### config.mk
export PLATFORM = sky130hd
export DESIGN_NAME = lcd_mode_timing_sequencer_unit
export DESIGN_NICKNAME = d
export VERILOG_FILES = /design/src/hdl/lmts_pkg.sv /design/src/hdl/lcd_mode_timing_sequencer_unit.sv
export SDC_FILE = /design/constraint.sdc
export NUM_CORES = 1
export LEC_CHECK = 0
export ABC_CLOCK_PERIOD_IN_PS = 10400
export BUFFER_PORTS_ARGS = -buffer_cell sky130_fd_sc_hd__buf_4
export CORE_ASPECT_RATIO = 0.9
export CORE_MARGIN = 3
export CORE_UTILIZATION = 45
export DETAILED_ROUTE_END_ITERATION = 16
export PLACE_DENSITY = 0.73
export REMOVE_ABC_BUFFERS = 1
export SLEW_MARGIN = 20
export SYNTH_ARGS = -nofsm -noshare
export SYNTH_HDL_FRONTEND = slang
export SYNTH_SLANG_ARGS = --single-unit
### constraint.sdc
create_clock -name i_clk -period 10.4 [get_ports i_clk]
set_input_delay 0.52 -clock i_clk [delete_from_list [all_inputs] [get_ports i_clk]]
set_output_delay 0.52 -clock i_clk [all_outputs]
set_load 0.05 [all_outputs]
### src/hdl/lmts_pkg.sv
package lmts_pkg;

    typedef enum logic [1:0] {
        MODE_HBLANK = 2'd0,
        MODE_VBLANK = 2'd1,
        MODE_OAM    = 2'd2,
        MODE_XFER   = 2'd3
    } t_mode;

    localparam logic [15:0] T_OAM    = 16'd160;
    localparam logic [15:0] T_XFER   = 16'd344;
    localparam logic [15:0] T_HBLANK = 16'd408;
    localparam logic [15:0] T_VLINE  = 16'd912;

    localparam logic [7:0] VBLANK_FIRST_LINE = 8'd144;
    localparam logic [7:0] LAST_LINE         = 8'd153;

endpackage

### src/hdl/lcd_mode_timing_sequencer_unit.sv
// Channel  | valid         | flow control  | payload
// ---------+---------------+---------------+------------------------------------------
// in       | i_in_valid    | o_in_stall    | i_tick_count
// out      | o_out_valid   | i_out_stall   | o_mode, o_scanline, o_vblank_irq, o_draw_line
// cfg      | i_cfg_valid   | o_cfg_ready   | i_display_enable
//
// One item per clock unless the output stalls; each item passes the input register, then the result register.
// The mode, phase and line update sits between the two registers and is combinational.
// Synchronous active-low reset clears all control state, mode, phase, line and last tick.
// A stalled output holds its result; the input stalls only when both registers are full.
// Configuration transfers are always taken (o_cfg_ready is held high).
module lcd_mode_timing_sequencer_unit (
    input  logic        i_clk,
    input  logic        i_rst_n,
    input  logic        i_in_valid,
    output logic        o_in_stall,
    input  logic [31:0] i_tick_count,
    output logic        o_out_valid,
    input  logic        i_out_stall,
    output logic [1:0]  o_mode,
    output logic [7:0]  o_scanline,
    output logic        o_vblank_irq,
    output logic        o_draw_line,
    input  logic        i_cfg_valid,
    output logic        o_cfg_ready,
    input  logic        i_display_enable
);

    logic                 r_enable;
    logic                 r_in_valid;
    logic [31:0]          r_in_tick;
    lmts_pkg::t_mode      r_mode,  n_mode;
    logic [15:0]          r_phase, n_phase;
    logic [7:0]           r_line,  n_line;
    logic [31:0]          r_last,  n_last;
    logic                 r_out_valid;
    lmts_pkg::t_mode      r_out_mode;
    logic [7:0]           r_out_line;
    logic                 r_out_irq, n_irq;
    logic                 r_out_draw, n_draw;
    logic                 adv;
    logic                 in_take;
    logic [31:0]          elapsed;
    logic [15:0]          phase_sum;
    logic [7:0]           line_inc;

    assign adv        = r_in_valid && (!r_out_valid || !i_out_stall);
    assign o_in_stall = r_in_valid && !adv;
    assign in_take    = i_in_valid && !o_in_stall;
    assign o_cfg_ready = 1'b1;

    assign elapsed   = r_in_tick - r_last;
    assign phase_sum = r_phase + elapsed[15:0];
    assign line_inc  = r_line + 8'd1;

    always_comb begin
        n_mode  = r_mode;
        n_phase = r_phase;
        n_line  = r_line;
        n_last  = r_last;
        n_irq   = 1'b0;
        n_draw  = 1'b0;
        if (r_enable) begin
            n_phase = phase_sum;
            n_last  = r_in_tick;
            case (r_mode)
                lmts_pkg::MODE_HBLANK: begin
                    if (phase_sum >= lmts_pkg::T_HBLANK) begin
                        n_line  = line_inc;
                        n_phase = phase_sum - lmts_pkg::T_HBLANK;
                        if (line_inc == lmts_pkg::VBLANK_FIRST_LINE) begin
                            n_mode = lmts_pkg::MODE_VBLANK;
                            n_irq  = 1'b1;
                        end else begin
                            n_mode = lmts_pkg::MODE_OAM;
                        end
                    end
                end
                lmts_pkg::MODE_VBLANK: begin
                    if (phase_sum >= lmts_pkg::T_VLINE) begin
                        n_phase = phase_sum - lmts_pkg::T_VLINE;
                        // wrap to the top of the frame after the last vblank line
                        if (line_inc > lmts_pkg::LAST_LINE) begin
                            n_line = 8'd0;
                            n_mode = lmts_pkg::MODE_OAM;
                        end else begin
                            n_line = line_inc;
                        end
                    end
                end
                lmts_pkg::MODE_OAM: begin
                    if (phase_sum >= lmts_pkg::T_OAM) begin
                        n_mode  = lmts_pkg::MODE_XFER;
                        n_phase = phase_sum - lmts_pkg::T_OAM;
                    end
                end
                lmts_pkg::MODE_XFER: begin
                    if (phase_sum >= lmts_pkg::T_XFER) begin
                        n_mode  = lmts_pkg::MODE_HBLANK;
                        n_phase = phase_sum - lmts_pkg::T_XFER;
                        n_draw  = 1'b1;
                    end
                end
                default: begin
                    n_mode = r_mode;
                end
            endcase
        end
    end

    always_ff @(posedge i_clk) begin
        if (!i_rst_n) begin
            r_enable    <= 1'b0;
            r_in_valid  <= 1'b0;
            r_out_valid <= 1'b0;
            r_mode      <= lmts_pkg::MODE_HBLANK;
            r_phase     <= 16'd0;
            r_line      <= 8'd0;
            r_last      <= 32'd0;
        end else begin
            if (i_cfg_valid && o_cfg_ready) begin
                r_enable <= i_display_enable;
            end
            if (in_take) begin
                r_in_valid <= 1'b1;
            end else if (adv) begin
                r_in_valid <= 1'b0;
            end
            if (adv) begin
                r_out_valid <= 1'b1;
                r_mode      <= n_mode;
                r_phase     <= n_phase;
                r_line      <= n_line;
                r_last      <= n_last;
            end else if (!i_out_stall) begin
                r_out_valid <= 1'b0;
            end
        end
    end

    always_ff @(posedge i_clk) begin
        if (in_take) begin
            r_in_tick <= i_tick_count;
        end
        if (adv) begin
            r_out_mode <= n_mode;
            r_out_line <= n_line;
            r_out_irq  <= n_irq;
            r_out_draw <= n_draw;
        end
    end

    assign o_out_valid  = r_out_valid;
    assign o_mode       = r_out_mode;
    assign o_scanline   = r_out_line;
    assign o_vblank_irq = r_out_irq;
    assign o_draw_line  = r_out_draw;

    a_pulses_exclusive: assert property (@(posedge i_clk) disable iff (!i_rst_n)
        o_out_valid |-> !(o_vblank_irq && o_draw_line))
        else $error("vblank irq and draw line raised together");

    a_irq_enters_vblank: assert property (@(posedge i_clk) disable iff (!i_rst_n)
        (o_out_valid && o_vblank_irq) |->
            (o_mode == lmts_pkg::MODE_VBLANK && o_scanline == lmts_pkg::VBLANK_FIRST_LINE))
        else $error("vblank irq without entry to vblank on first vblank line");

    a_draw_enters_hblank: assert property (@(posedge i_clk) disable iff (!i_rst_n)
        (o_out_valid && o_draw_line) |-> o_mode == lmts_pkg::MODE_HBLANK)
        else $error("draw line without entry to hblank");

    a_stall_only_when_full: assert property (@(posedge i_clk) disable iff (!i_rst_n)
        o_in_stall |-> (r_in_valid && r_out_valid && i_out_stall))
        else $error("input stalled with room in the pipeline");

endmodule
# Word-level counts from Yosys, hierarchy flattened
# Cells that the tools add are included.
dict set report totals {
  reg_bits 73
  inputBits 38
}
dict set report classes {
  addsub 7
  n_lt_le_gt_ge 5
  eq_ne 5
  mux 24
  reduce_logical 13
}
# op n
set op_table {}
lappend op_table {{16-bit 2-to-1 mux} 4}
lappend op_table {{16-bit case mux with 4 select lines} 1}
lappend op_table {{16-bit by 9-bit >= comparator with 1-bit output, second input constant} 2}
lappend op_table {{8-bit 2-to-1 mux} 4}
lappend op_table {{16-bit by 9-bit subtractor with 16-bit output, second input constant} 2}
lappend op_table {{16-bit adder} 1}
lappend op_table {{16-bit by 10-bit >= comparator with 1-bit output, second input constant} 1}
lappend op_table {{16-bit by 8-bit >= comparator with 1-bit output, second input constant} 1}
lappend op_table {{8-bit case mux with 2 select lines} 1}
lappend op_table {{16-bit by 10-bit subtractor with 16-bit output, second input constant} 1}
lappend op_table {{16-bit subtractor} 1}
lappend op_table {{16-bit by 8-bit subtractor with 16-bit output, second input constant} 1}
lappend op_table {{2-bit 2-to-1 mux} 7}
lappend op_table {{8-bit by 1-bit adder with 8-bit output, second input constant} 1}
lappend op_table {{8-bit == test, second input constant} 1}
lappend op_table {{8-bit greater-than comparator, second input constant} 1}
lappend op_table {{2-bit case mux with 4 select lines} 1}
lappend op_table {{1-bit 2-to-1 mux} 6}
lappend op_table {{2-bit == test, second input constant} 2}
lappend op_table {{1-bit logical NOT} 4}
lappend op_table {{2-bit AND reduction} 2}
lappend op_table {{1-bit logical AND} 3}
lappend op_table {{3-bit AND reduction} 1}
lappend op_table {{2-bit by 1-bit == test with 1-bit output, second input constant} 1}
lappend op_table {{other kinds (4)} 4}

# Depth between registers and ports, before layout
dict set report logic_depth {
  ltp_word 8
  mapped_depth 21
  mapped_depth_nobuf 19
}

# Least setup slack after synthesis
# No wires, ideal clock.
dict set report synth_path {
  path_type {register to register}
  start {reg r_in_tick[1]}
  end {reg r_phase[8]}
  setup_ps 117
  arrival_ps 4459
  required_time_ps 10283
  path_slack_ps 5824
  stages_incl_launch_ff 20
  path_cell_list {edfxtp_1 -> inv_1 -> fa_1 -> inv_1 -> ha_1 -> a211oi_4 -> o31a_1 -> xnor2_1 -> inv_1 -> ha_1 -> or4b_2 -> o2111ai_1 -> a311oi_1 -> o211ai_1 -> or4_1 -> buf_2 -> and4_1 -> o32ai_1 -> a211oi_1 -> a32o_1}
}
dict set report synth_via {
  elab_chain_len 5
  elab_cells_between_ends 15
  cone_classes {6 x add/sub; 4 x order compare; 5 x mux}
}
# item line
set synth_lines {}
lappend synth_lines {{start: declaration} lcd_mode_timing_sequencer_unit.sv:31} ;# logic [31:0] r_in_tick;
lappend synth_lines {{start signal: assignment} lcd_mode_timing_sequencer_unit.sv:143} ;# r_in_tick <= i_tick_count;
lappend synth_lines {{16-bit subtractor *} lcd_mode_timing_sequencer_unit.sv:52} ;# assign elapsed = r_in_tick - r_last;
lappend synth_lines {{16-bit adder *} lcd_mode_timing_sequencer_unit.sv:53} ;# assign phase_sum = r_phase + elapsed[15:0];
lappend synth_lines {{16-bit by 9-bit subtractor with 16-bit output, or another cell as far along} lcd_mode_timing_sequencer_unit.sv:100} ;# n_phase = phase_sum - lmts_pkg::T_XFER;
lappend synth_lines {{16-bit 2-to-1 mux, on equally long branches} -}
lappend synth_lines {{16-bit case mux with 4 select lines *} lcd_mode_timing_sequencer_unit.sv:66} ;# case (r_mode)
lappend synth_lines {{end signal: assignment} lcd_mode_timing_sequencer_unit.sv:132} ;# r_phase <= n_phase;
lappend synth_lines {{end: declaration} lcd_mode_timing_sequencer_unit.sv:33} ;# logic [15:0] r_phase, n_phase;
# Mark *: on every way between the ends. The rest lies on a longest branch, timed or not.
# A chain may end at the register's enable or synchronous reset.

# Final worst setup path
dict set report layout_path {
  start {reg r_in_tick[1]}
  end {reg r_phase[5]}
}
# The elaborated chain is that of the path after synthesis.

==> impl_results.md <==
- Clock latency on the worst-skew pair: 0.35 ns
- Via/cell ratio: 5.90
- CTS-repair resized insts: 0
- Largest net degree at the start of global routing: 48
- Final wirelength: 15300 um
- Sw Pwr: 0.000423 W
- Sw frac: 40.4%
- Drt first-iter violations: 472
- Htree depth: 3
- Die height: 114 um
- Width of the die: 126 um
- Slew headroom: 33.5%
- Die area: 14400 um^2
- GRT Util Overall: 22.0%
- Unique masters post-synth: 82
- GR Util met3: 4.78%
- Clk buf depth: 2
- GRT met1 Usage: 30.7%
- Seq cells post-synth: 73
- Worst path max stage delay: 0.82 ns
- Via Count: 5201
- Slew at the pin with the worst max-slew slack: 0.990 ns
- GRT busiest layer: met2
- Post-detailed-route wirelength per cell: 17.4 um
- CTS tree: done
- Met2 Track Usage GR: 33.0%
- Arr. time, crit path: 6.01 ns
- Int Pwr: 0.000625 W
- Mean post-synth cell area: 8.22 um^2
- Core area: 12400 um^2
- Post-synth ARST share: 0%
- Commonest non-fill, non-tap cell in the layout: nand2_1
- Setup crit end kind: flip-flop
- Pre-CTS setup slack: 4.74 ns
- DRC Markers: 0
- Final setup margin: 4.63 ns
- Hpwl dp: 10900 um
- GPL Wtd Cong: 0.870
- RSZ-0062 raised after global routing: false
- Crit path launch type: flip-flop
- Clk pwr share: 28.6%
- Status: complete, no violations
- Max-cap viol count: 0
- P_leak: 2.47 nW
- FP Rows: 38
- Synth Cell Area: 5830 um^2
- Fillers: 1186
- Seq/Total Area, Yosys: 29.9%
- Initial antenna violation count: 0
- Post-synth top flop: dfxtp_1
- Starting Density: 47.2%
- Setup TNS: 0 ns
- CTS clk-pin slew, worst paths: 0.06 ns
- Ant diodes: 0
- Sequential power share: 29.9%
- Crit path kind: reg -> reg
- Top cell by count, worst path: inv_1
- Max Clk Rate: 173 MHz
- Post-CTS setup buffer count: 0
- CTS Hold Bufs: 0
- Antenna-violating nets left: 0
- Most frequent cells in the layout: nand2_1, inv_1, dfxtp_1
- Syn. warnings: 0
- Final Setup Violations: 0
- Post-synth EDFFs: 28
- Combinational fraction of design power: 41.5%
- Peak supply drop: 0.000102 V
- Slew Viols, Final: 0
- Share of layout cells above drive strength 1: 11.2%
- Final Cycle Share: 55.5%
- Final net count: 795
- Hold Path Class: in -> reg
- Area Overhead vs Synth: 10.2%
- Skew final: 0.00771 ns
- Root Buffer: clkbuf_16
- Req. time, crit path: 10.64 ns
- Port bufs: 35
- I/O pins: 53
- GRT overflow: 0
- Clock period minus worst slack: 5.77 ns
- TritonCTS sink count: 73
- Global-route wire length before repair: 25300 um
- Final Hold Fails: 0
- Iteration count of the initial detailed-routing pass: 5
- Synth Instances: 709
- Critical-path top delay cell: nor4_2
- Power per cell area: 163 nW/um^2
- Final hold slack: 0.341 ns
- Total CTS buffers: 9
- Vias in the first global route: 4939
- Cell-by-cell trace of the critical path: inv_1, fa_1, inv_1, ha_1, a211oi_4, o31a_1, xnor2_1, inv_1, ha_1, or4b_2, o2111ai_1, a22oi_1, o211ai_1, nor4_2, o22ai_1, nor2b_1, o21ai_0, a31oi_1
- Max FO, Critical Path: 10
[critical path, delay by kind of cell (launching register included)]
family | cells | cell delay (ns)
adder cells (fa/ha/maj) | 3 | 1.19
AO/OA/AOI/OAI | 8 | 2.13
AND/OR/NAND/NOR | 3 | 1.26
XOR/XNOR | 1 | 0.30
buffers and inverters | 3 | 0.42
flip-flops | 1 | 0.36
[state kept, by name (all words and copies together) (netlist names)]
register,count
r_in_valid,1
r_enable,1
r_last,16
r_in_tick,16
r_mode,2
o_scanline,8
o_out_valid,1
o_draw_line,1
r_phase,16
o_vblank_irq,1
o_mode,2
r_line,8
[power by group through the flow]
stage | logic (W) | clock network, W | registers, W
after detailed placement | 0.000424 | 0 | 0.000320
after CTS | 0.000427 | 0.000308 | 0.000314
after global routing | 0.000479 | 0.000322 | 0.000315
after global placement | 0.000421 | 0 | 0.000320
final | 0.000435 | 0.000300 | 0.000314
after floorplan | 0.000315 | 0 | 0.000326
[through the flow]
stage | instance area [um^2] | total power (W) | std cells | utilization, %
finish | 6430 | 0.00105 | 881 | 52.0
global route | 6430 | 0.00112 | 881 | 52.0
CTS | 6420 | 0.00105 | 881 | 52.0
detailed placement | 6140 | 0.000744 | 865 | 49.6
global placement | 6140 | 0.000741 | 865 | 49.6
floorplan | 5650 | 0.000641 | 667 | -
[final timing paths]
| check | endpoint | from | slack, ns | cells after the start |
|---|---|---|---|---|
| max reg2reg | r_phase[5] | r_in_tick[1] | 4.63 | 18 |
| min | r_in_tick[6] | i_tick_count[6] | 0.34 | 1 |
| max | r_phase[5] | r_in_tick[1] | 4.63 | 18 |
| min reg2reg | r_phase[1] | r_phase[1] | 0.46 | 2 |
[per-layer routing]
metal	part of all wire (%)	vias up	wire length (um)
met4	3.1	0	471
met2	43	208	6580
met3	7.9	35	1210
li1	-	2536	-
met5	0	-	0
met1	46	2422	7070
[synth_stat cells, drive strengths merged (5+ instances only)]
master  number  area share, %
nand2       90            5.8
inv         71            4.6
dfxtp       45             15
o21ai       42            3.9
a21oi       35            3.1
clkbuf      34            2.2
nor2        34            2.3
xnor2       31            4.8
edfxtp      28             14
ha          26            5.6
nand3       26            2.2
a21boi      23            3.0
nor3        20            1.7
fa          15            5.2
nand4       11            1.2
a211oi      10            1.7
a21o        10            1.3
a31oi       10            1.1
o211ai       9            1.4
and3         8           0.86
buf          8           0.94
nor4         8            1.1
o21a         7           0.90
or4          7           0.97
and2         6           0.64
nand2b       6           0.64
nor2b        6           0.64
xor2         6            1.0
mux2i        5           0.86
[final cells by class]
cell class	instances	area, um^2	area share, %
multi-input combinational	522	3640	56.7
sequential	73	1740	27.1
timing repair buffer	38	285	4.44
inverter	72	270	4.20
clock buffer	9	225	3.50
tap	160	200	3.11
clock inverter	7	61.3	0.954
[cell families (layout without fill, tap and decap cells)]
kind of cell,after synthesis,in the layout,share of synthesized area (%)
simple gates,239,239,20.3
mux,6,6,1.05
fa+ha+maj,41,41,10.7
other cells,1,1,0.0643
buf+inv,114,126,7.77
flops,73,73,29.9
compound gates,198,198,24.4
xor+xnor,37,37,5.82
(Power assumes the default switching activity.)
